==> config.mk <==
export PLATFORM = sky130hd
export DESIGN_NAME = scan_collision_zone_check
export DESIGN_NICKNAME = d
export VERILOG_FILES = /design/src/hw/rtl/sczc_pkg.sv /design/src/hw/rtl/sczc_geom.sv /design/src/hw/rtl/scan_collision_zone_check.sv
export SDC_FILE = /design/constraint.sdc
export NUM_CORES = 2
export LEC_CHECK = 0
export BUFFER_PORTS_ARGS = -buffer_cell sky130_fd_sc_hd__buf_4
export CORE_ASPECT_RATIO = 2
export CORE_UTILIZATION = 65
export DETAILED_ROUTE_END_ITERATION = 7
export PLACE_DENSITY = 0.94
export SETUP_SLACK_MARGIN = 0.2
export SLEW_MARGIN = 20
export SYNTH_ARGS = -nofsm -noshare
export SYNTH_HDL_FRONTEND = slang
export SYNTH_HIERARCHICAL = 1
export SYNTH_SLANG_ARGS = --single-unit
==> constraint.sdc <==
create_clock -name clock -period 13.2 [get_ports clock]
set_clock_uncertainty 0.2 [all_clocks]
set_input_delay 1.32 -clock clock [delete_from_list [all_inputs] [get_ports clock]]
set_output_delay 1.32 -clock clock [all_outputs]
set_load 0.1 [all_outputs]
==> src/hw/rtl/sczc_pkg.sv <==
// Package for the scan collision zone check: constants, payload types and
// the sine and cosine tables, which are built at elaboration.
// Depends on nothing; every RTL file of the block uses it.
package sczc_pkg;

   localparam int SCAN_POINTS    = 181;
   localparam int RANGE_BITS     = 16;
   localparam int TRIG_FRAC_BITS = 15;

   localparam int RANGE_W    = 16;
   localparam int IDX_W      = 10;
   localparam int X_W        = 17;
   localparam int TRIG_W     = TRIG_FRAC_BITS + 2;
   localparam int PROD_W     = RANGE_W + TRIG_W;
   localparam int CSR_IDX_W  = 2;
   localparam int CSR_DATA_W = 16;

   localparam int SCAN_LAST   = SCAN_POINTS - 1;
   localparam int HALF_POINTS = SCAN_LAST / 2;
   localparam int FOLD_W      = (HALF_POINTS > 0) ? $clog2(HALF_POINTS + 1) : 1;

   localparam logic [RANGE_W-1:0] RANGE_MASK = (RANGE_BITS >= RANGE_W) ?
      {RANGE_W{1'b1}} : RANGE_W'((64'd1 << RANGE_BITS) - 64'd1);

   localparam logic [63:0] PI_Q30       = 64'd3373259426;
   localparam logic [63:0] ONE_Q30      = 64'd1 << 30;
   localparam int          SERIES_TERMS = 12;

   typedef enum logic [CSR_IDX_W-1:0] {
      CSR_VEHICLE_WIDTH = 2'd0,
      CSR_STOP_DISTANCE = 2'd1
   } csr_index_type;

   typedef struct packed {
      logic [RANGE_W-1:0] range_sample;
      logic               last_sample;
   } req_payload_type;

   typedef struct packed {
      logic signed [X_W-1:0] x_coord;
      logic [RANGE_W-1:0]    y_coord;
      logic [IDX_W-1:0]      sample_index;
      logic                  stop_flag;
      logic [IDX_W-1:0]      hit_index;
      logic                  scan_done;
   } rsp_payload_type;

   typedef struct packed {
      logic [RANGE_W-1:0] range_sample;
      logic               last_sample;
      logic [IDX_W-1:0]   sample_index;
      logic [FOLD_W-1:0]  fold_index;
      logic               neg_cos;
   } stage_type;

   typedef struct packed {
      logic signed [X_W-1:0] x_coord;
      logic [RANGE_W-1:0]    y_coord;
      logic [X_W-1:0]        x_mag;
   } geom_type;

   typedef logic [TRIG_W-1:0] trig_table_type [0:HALF_POINTS];

   // Restoring division; it only runs while the tables are built.
   function automatic logic [63:0] div_u64(logic [63:0] num, logic [63:0] den);
      logic [63:0] quo;
      logic [64:0] rem;
      quo = '0;
      rem = '0;
      for (int b = 63; b >= 0; b--) begin
         rem = {rem[63:0], num[b]};
         if (rem >= {1'b0, den}) begin
            rem    = rem - {1'b0, den};
            quo[b] = 1'b1;
         end
      end
      return quo;
   endfunction

   function automatic logic [63:0] series_q30(logic [63:0] a, logic odd);
      logic [63:0]        a2;
      logic [63:0]        term;
      logic signed [63:0] sum;
      logic [63:0]        n;
      a2   = (a * a) >> 30;
      term = odd ? a : ONE_Q30;
      sum  = $signed(term);
      n    = odd ? 64'd1 : 64'd0;
      for (int k = 1; k < SERIES_TERMS; k++) begin
         term = (term * a2) >> 30;
         term = div_u64(term, (n + 64'd1) * (n + 64'd2));
         n    = n + 64'd2;
         if (k[0]) begin
            sum = sum - $signed(term);
         end else begin
            sum = sum + $signed(term);
         end
      end
      if (sum < 0) begin
         sum = 64'sd0;
      end
      return $unsigned(sum);
   endfunction

   function automatic logic [TRIG_W-1:0] to_frac(logic [63:0] q30);
      logic [63:0] v;
      v = (q30 + (64'd1 << (29 - TRIG_FRAC_BITS))) >> (30 - TRIG_FRAC_BITS);
      return v[TRIG_W-1:0];
   endfunction

   function automatic trig_table_type build_table(logic odd);
      trig_table_type t;
      logic [63:0]    a;
      for (int j = 0; j <= HALF_POINTS; j++) begin
         a    = div_u64(PI_Q30 * 64'(j) + 64'(HALF_POINTS), 64'(SCAN_LAST));
         t[j] = to_frac(series_q30(a, odd));
      end
      return t;
   endfunction

   localparam trig_table_type SIN_TABLE = build_table(1'b1);
   localparam trig_table_type COS_TABLE = build_table(1'b0);

endpackage

==> src/hw/rtl/sczc_geom.sv <==
// Polar to Cartesian conversion of one range sample: table lookup of the
// folded angle, two multiplies and half-up rounding. Uses sczc_pkg.
module sczc_geom (
   input  sczc_pkg::stage_type stage,
   output sczc_pkg::geom_type  geom
);

   logic [sczc_pkg::TRIG_W-1:0]  sin_val;
   logic [sczc_pkg::TRIG_W-1:0]  cos_val;
   logic [sczc_pkg::PROD_W-1:0]  x_prod;
   logic [sczc_pkg::PROD_W-1:0]  y_prod;
   logic [sczc_pkg::PROD_W:0]    x_sum;
   logic [sczc_pkg::PROD_W:0]    y_sum;
   logic [sczc_pkg::X_W-1:0]     x_mag;
   localparam logic [sczc_pkg::PROD_W:0] ROUND_HALF =
      (sczc_pkg::PROD_W + 1)'(64'd1 << (sczc_pkg::TRIG_FRAC_BITS - 1));

   always_comb begin
      sin_val = sczc_pkg::SIN_TABLE[stage.fold_index];
      cos_val = sczc_pkg::COS_TABLE[stage.fold_index];
      x_prod  = sczc_pkg::PROD_W'(stage.range_sample) * sczc_pkg::PROD_W'(cos_val);
      y_prod  = sczc_pkg::PROD_W'(stage.range_sample) * sczc_pkg::PROD_W'(sin_val);
      x_sum   = {1'b0, x_prod} + ROUND_HALF;
      y_sum   = {1'b0, y_prod} + ROUND_HALF;
      x_mag   = x_sum[sczc_pkg::TRIG_FRAC_BITS +: sczc_pkg::X_W];
      geom.x_mag   = x_mag;
      geom.y_coord = y_sum[sczc_pkg::TRIG_FRAC_BITS +: sczc_pkg::RANGE_W];
      geom.x_coord = stage.neg_cos ? -$signed(x_mag) : $signed(x_mag);
   end

endmodule

==> src/hw/rtl/scan_collision_zone_check.sv <==
// Top level of the scan collision zone check: index counter, input stage,
// zone test, first-hit latch and result register. Uses sczc_pkg, sczc_geom.
//
// Each word on the req channel is one range sample of a 180-degree scan.
// The block numbers samples in arrival order, converts the range to x and y
// and tests the point against the zone set by the csr registers. Each word
// on the rsp channel carries x, y, the sample index, the running stop
// verdict, the first hit index and the scan end mark. A word with
// last_sample set closes the scan and clears the counter and the latch.
// A word passes two registers, the input stage and the result register;
// rsp_valid rises when the result register takes it. One word is accepted
// per cycle unless the receiver stalls; throughput is one word per cycle, set
// by one pass through the table lookup, the multipliers and the zone compare.
// When the receiver stalls, the result register holds its word and the
// input stage takes one more word before req_stall rises.
// Synchronous reset empties both stages, clears the counter and the latch
// and sets both zone registers to zero.
module scan_collision_zone_check (
   input  logic                             clock,
   input  logic                             reset,
   input  logic                             req_valid,
   output logic                             req_stall,
   input  sczc_pkg::req_payload_type        req_payload,
   output logic                             rsp_valid,
   input  logic                             rsp_stall,
   output sczc_pkg::rsp_payload_type        rsp_payload,
   input  logic                             csr_write_enable,
   input  logic [sczc_pkg::CSR_IDX_W-1:0]   csr_index,
   input  logic [sczc_pkg::CSR_DATA_W-1:0]  csr_write_data
);

   logic [sczc_pkg::RANGE_W-1:0] width_ff, width_in;
   logic [sczc_pkg::RANGE_W-1:0] stop_ff, stop_in;
   logic [sczc_pkg::IDX_W-1:0]   counter_ff, counter_in;
   logic                         s1_valid_ff, s1_valid_in;
   sczc_pkg::stage_type          s1_ff, s1_in;
   logic                         out_valid_ff, out_valid_in;
   sczc_pkg::rsp_payload_type    rsp_ff, rsp_in;
   logic                         seen_ff, seen_in;
   logic [sczc_pkg::IDX_W-1:0]   first_ff, first_in;

   sczc_pkg::geom_type           geom;
   logic                         s1_move;
   logic                         req_take;
   logic                         hit;
   logic                         seen_now;
   logic [sczc_pkg::IDX_W-1:0]   first_now;
   logic                         neg_cos;
   logic [sczc_pkg::IDX_W-1:0]   fold;

   localparam logic [sczc_pkg::IDX_W-1:0] LAST_IDX = sczc_pkg::IDX_W'(sczc_pkg::SCAN_LAST);

   sczc_geom u_geom (
      .stage (s1_ff),
      .geom  (geom)
   );

   assign s1_move   = !out_valid_ff || !rsp_stall;
   assign req_stall = s1_valid_ff && !s1_move;
   assign req_take  = req_valid && !req_stall;
   assign rsp_valid   = out_valid_ff;
   assign rsp_payload = rsp_ff;

   always_comb begin
      width_in = width_ff;
      stop_in  = stop_ff;
      if (csr_write_enable) begin
         if (csr_index == sczc_pkg::CSR_VEHICLE_WIDTH) begin
            width_in = csr_write_data;
         end else if (csr_index == sczc_pkg::CSR_STOP_DISTANCE) begin
            stop_in = csr_write_data;
         end
      end
   end

   always_comb begin
      neg_cos = {1'b0, counter_ff, 1'b0} > (sczc_pkg::IDX_W + 2)'(sczc_pkg::SCAN_LAST);
      fold    = neg_cos ? LAST_IDX - counter_ff : counter_ff;
      s1_in.range_sample = req_payload.range_sample & sczc_pkg::RANGE_MASK;
      s1_in.last_sample  = req_payload.last_sample;
      s1_in.sample_index = counter_ff;
      s1_in.fold_index   = fold[sczc_pkg::FOLD_W-1:0];
      s1_in.neg_cos      = neg_cos;
      counter_in = counter_ff;
      if (req_take) begin
         if (req_payload.last_sample) begin
            counter_in = '0;
         end else if (counter_ff < LAST_IDX) begin
            counter_in = counter_ff + 1'b1;
         end
      end
      if (req_take) begin
         s1_valid_in = 1'b1;
      end else if (s1_move) begin
         s1_valid_in = 1'b0;
      end else begin
         s1_valid_in = s1_valid_ff;
      end
   end

   always_comb begin
      hit = (geom.y_coord < stop_ff) &&
            ({geom.x_mag, 1'b0} < {{(sczc_pkg::X_W + 1 - sczc_pkg::RANGE_W){1'b0}}, width_ff});
      seen_now  = seen_ff || hit;
      first_now = seen_ff ? first_ff : s1_ff.sample_index;
      rsp_in.x_coord      = geom.x_coord;
      rsp_in.y_coord      = geom.y_coord;
      rsp_in.sample_index = s1_ff.sample_index;
      rsp_in.stop_flag    = seen_now;
      rsp_in.hit_index    = seen_now ? first_now : '0;
      rsp_in.scan_done    = s1_ff.last_sample;
      out_valid_in = s1_move ? s1_valid_ff : out_valid_ff;
      seen_in  = seen_ff;
      first_in = first_ff;
      if (s1_valid_ff && s1_move) begin
         if (s1_ff.last_sample) begin
            seen_in  = 1'b0;
            first_in = '0;
         end else begin
            seen_in  = seen_now;
            first_in = first_now;
         end
      end
   end

   always_ff @(posedge clock) begin
      if (reset) begin
         width_ff     <= '0;
         stop_ff      <= '0;
         counter_ff   <= '0;
         s1_valid_ff  <= 1'b0;
         out_valid_ff <= 1'b0;
         seen_ff      <= 1'b0;
         first_ff     <= '0;
      end else begin
         width_ff     <= width_in;
         stop_ff      <= stop_in;
         counter_ff   <= counter_in;
         s1_valid_ff  <= s1_valid_in;
         out_valid_ff <= out_valid_in;
         seen_ff      <= seen_in;
         first_ff     <= first_in;
      end
   end

   always_ff @(posedge clock) begin
      if (req_take) begin
         s1_ff <= s1_in;
      end
      if (s1_valid_ff && s1_move) begin
         rsp_ff <= rsp_in;
      end
   end

endmodule

==> out/results.txt <==
The register area share after synthesis was 0.1424. The run gives 0.4811 as the global-route usage over all layers. The maximum clock insertion buffer count came out at 2. Setup violations remaining at the end of the flow were counted as 0. In this run, placement finished with an instance count of 3596. Count of H-tree levels built during CTS: 4.

Entering global routing, the biggest net connects 74 pins. The first detailed-routing pass ran for 7 iterations. TritonCTS built the clock tree. Once the clock tree was built, the setup fixing pass inserted 0 buffers. The initial antenna violation count is 4. Kind of start point of the critical path: a register. The via count of the first global-routing pass was 26520; the final routed wire length divided by cell count was 25.80 um. The number of failing hold endpoints at the final stage was 0. The die outline height came out at 287.6 um. Among the stages of the critical path, the cell type that occurs most often is sky130_fd_sc_hd__ha_1.

Clock-pin slew was measured on the worst setup and hold paths at 0.07 ns. 97 I/O pins were placed. The share of post-route cells with drive strength above 1 works out to 0.08290. Final-report max-slew violation count: 0.

The logs give 85.14 MHz for the maximum clock frequency and 24080 for the number of vias after detailed routing. The core box area came out at 0.04021 mm^2. The total number of yosys warnings is 6. After clock tree synthesis, the repair step resized 0 gates. At the pin with the least slew margin, the transition time is 1.246 ns. The buffering stage count on the worst path with inverters included was 5; the total of hold buffers inserted after clock tree synthesis was 0. The type of destination of the critical path was a register. The area taken by flip-flops and latches was 0.003774 mm^2. The critical path's largest stage delay works out to 0.79 ns. The flow ran to the end, and the final reports show no timing, DRC or antenna violations. The run gives 145700 um as the wire length of the first global-routing pass. The global-route met2 utilization is 0.7728, and the maximum fanout along the worst path is 23. The run gives 93700 um as the total wire length. Total congestion overflow after global routing: 0. The number of buffer cells added on primary ports was 96. The area used by multi-input combinational logic came out at 0.02017 mm^2. For this design, the sink count on the clock tree is 144.

The net count after synthesis is 3768, and the average cell area after synthesis is 8.633 um^2. In the routed design, unresolved DRC markers number 0. The logs give 2958 for the count of filler cells inserted in the layout and 13.20 ns for the worst endpoint required time.

The initial core utilization was 0.6592; the clock latency on the worst-skew pair was 0.45 ns. Clock tree synthesis inserted a total of 17 buffers. The initial detailed-routing violation count came out at 2654. Kind of cell adding the most delay to the critical path: adder cells. Setup repair after global routing left no endpoint under its margin. The die covers 0.04164 mm^2. In the synthesized netlist the dominant register cell turns out to be sky130_fd_sc_hd__edfxtp_1.

The post-DP HPWL is 70060 um. Across the run, the number of max-cap violations was 0. The layer flagged by global routing as most heavily used is met2. The share of the cycle needed by the critical path after routing is 0.8898, and the met1 capacity usage during global routing is 0.4441. At the end of the flow, the number of nets in the layout was 3785. The die is 144.8 um wide. The setup path with the least slack is of type reg -> reg. Synthesis produced a netlist whose cell count is 3070. In the routed layout, each cell is associated on average with a via count of 6.629.

The total negative slack for setup checks was 0 ns. The tools report the final worst hold slack as 0.2574 ns. The async set-reset flop share out of synthesis came out at 0.

The tools report the clock root buffer as sky130_fd_sc_hd__clkbuf_16. The initialized floorplan defines 104 standard-cell rows. The count of flip-flops with a built-in enable after synthesis was 89.

The synthesized netlist occupies a cell area of 0.02650 mm^2. The layout-stage area growth over the synthesis result came out at 7.228%. The final critical path time including I/O delays and setup works out to 11.74 ns. The met3 track demand over resource in global routing is 0.1796, and the number of cells in the finished layout apart from fillers is 3632.

The routability congestion estimate is 1.101, and the count of state elements after synthesis is 144. The antenna violation net count after detailed routing is 0, and the worst slew margin relative to its limit is 0.1673. The endpoint arrival time on the critical path was 11.74 ns.

The path class of the tightest hold or removal check is reg -> reg. On the critical path, the stage with the largest delay is an instance of sky130_fd_sc_hd__o21ai_1. The tools report the number of distinct library cell variants in the gate-level netlist after synthesis as 98.
## logic make-up after synthesis
group,Yosys count,share of synthesized area
AND/OR/NAND/NOR,992,0.1830
buffers and inverters,680,0.09758
adder cells (fa/ha/maj),658,0.4202
AO/OA/AOI/OAI,534,0.1354
flip-flops,144,0.1424
XOR/XNOR,55,0.01818
multiplexers,7,0.003163
## worst register-to-register path, delay by kind of cell, from the launching register on
family          cells  cell delay, ns
xor+xnor            1            0.21
fa+ha+maj           9            4.02
flops               1            0.36
buf+inv             5            0.78
compound gates     12            3.75
simple gates        9            2.14
## metal layers
| layer | vias to the layer above | routed length, um |
|---|---|---|
| met5 | - | 26 |
| met4 | 4 | 12140 |
| met3 | 830 | 10420 |
| met2 | 1816 | 44760 |
| met1 | 11440 | 26350 |
| li1 | 9984 | - |
## state kept, by name (all words and copies together) (netlist names)
signal	flops
width_ff	16
rsp_in	11
stop_ff	16
first_ff	10
rsp_payload	55
s1_ff	23
s1_valid_ff	1
counter_ff	10
rsp_valid	1
seen_ff	1
## cell usage in the layout, fill, tap and decap left out, types with 14 or more instances in the layout
cell	Yosys	layout
sky130_fd_sc_hd__a211oi_1	27	27
sky130_fd_sc_hd__a21o_1	26	26
sky130_fd_sc_hd__a21oi_1	169	168
sky130_fd_sc_hd__a31oi_1	18	17
sky130_fd_sc_hd__and2_1	247	247
sky130_fd_sc_hd__buf_4	4	169
sky130_fd_sc_hd__clkbuf_16	0	17
sky130_fd_sc_hd__dfxtp_1	55	55
sky130_fd_sc_hd__edfxtp_1	89	89
sky130_fd_sc_hd__fa_1	387	387
sky130_fd_sc_hd__ha_1	271	271
sky130_fd_sc_hd__inv_1	501	500
sky130_fd_sc_hd__nand2_1	432	432
sky130_fd_sc_hd__nand2b_1	21	21
sky130_fd_sc_hd__nand3_1	25	25
sky130_fd_sc_hd__nand4_1	16	16
sky130_fd_sc_hd__nor2_1	115	114
sky130_fd_sc_hd__nor2b_1	29	29
sky130_fd_sc_hd__nor3_1	33	33
sky130_fd_sc_hd__o211ai_1	14	14
sky130_fd_sc_hd__o21ai_0	93	92
sky130_fd_sc_hd__o311ai_0	14	14
sky130_fd_sc_hd__o31ai_1	15	15
sky130_fd_sc_hd__xnor2_1	46	46
## synthesized netlist by cell type (8+ instances only)
library cell               number  area [um^2]
sky130_fd_sc_hd__a211oi_1      27        202.7
sky130_fd_sc_hd__a21o_1        26        195.2
sky130_fd_sc_hd__a21oi_1      169        845.8
sky130_fd_sc_hd__a22oi_1       12        90.09
sky130_fd_sc_hd__a311oi_1      13        113.9
sky130_fd_sc_hd__a31o_1        12        105.1
sky130_fd_sc_hd__a31oi_1       18        112.6
sky130_fd_sc_hd__and2_1       247         1545
sky130_fd_sc_hd__and2_2         9        67.56
sky130_fd_sc_hd__and3_1        12        75.07
sky130_fd_sc_hd__buf_1         13        48.80
sky130_fd_sc_hd__clkbuf_1     150        563.0
sky130_fd_sc_hd__dfxtp_1       55         1101
sky130_fd_sc_hd__edfxtp_1      89         2673
sky130_fd_sc_hd__fa_1         387         7747
sky130_fd_sc_hd__ha_1         271         3391
sky130_fd_sc_hd__inv_1        501         1881
sky130_fd_sc_hd__nand2_1      432         1622
sky130_fd_sc_hd__nand2b_1      21        131.4
sky130_fd_sc_hd__nand3_1       25        125.1
sky130_fd_sc_hd__nand4_1       16        100.1
sky130_fd_sc_hd__nor2_1       115        431.7
sky130_fd_sc_hd__nor2b_1       29        181.4
sky130_fd_sc_hd__nor3_1        33        165.2
sky130_fd_sc_hd__o211ai_1      14        105.1
sky130_fd_sc_hd__o21a_1        13        97.59
sky130_fd_sc_hd__o21ai_0       93        465.5
sky130_fd_sc_hd__o221ai_1       8        70.07
sky130_fd_sc_hd__o22ai_1        8        50.05
sky130_fd_sc_hd__o311ai_0      14        122.6
sky130_fd_sc_hd__o31ai_1       15        112.6
sky130_fd_sc_hd__or3_1         12        75.07
sky130_fd_sc_hd__xnor2_1       46        402.9
sky130_fd_sc_hd__xor2_1         9        78.83
## area by class of cell
cell class	instances	share of cell area
diodes	2	0.0001761
clock buffers	17	0.01497
clock inverters	15	0.005767
inverters	506	0.06683
multi-input cells	2246	0.7098
flip-flops and latches	144	0.1328
well taps	530	0.02333
repair buffers	172	0.04631
## stage by stage
stage | cell area, um^2 | worst slack (ns) | util
3_5_place_dp | 27800 | 1.745 | 0.6915
6_report | 28420 | 1.455 | 0.7068
2_1_floorplan | 26500 | 3.274 | -
3_3_place_gp | 27800 | 1.988 | 0.6915
4_1_cts | 28390 | 1.635 | 0.7061
5_1_grt | 28420 | 0.9692 | 0.7067
## final timing paths
kind	from	to	slack, ns	cells after the start
setup / recovery	s1_ff[2]	rsp_payload[4]	1.46	36
hold / removal	width_ff[0]	width_ff[0]	0.26	2
setup reg to reg	s1_ff[2]	rsp_payload[4]	1.46	36
hold reg to reg	width_ff[0]	width_ff[0]	0.26	2
Power is not shown: default switching activity piles up to over one toggle a cycle in this logic, so the estimate is an artifact.
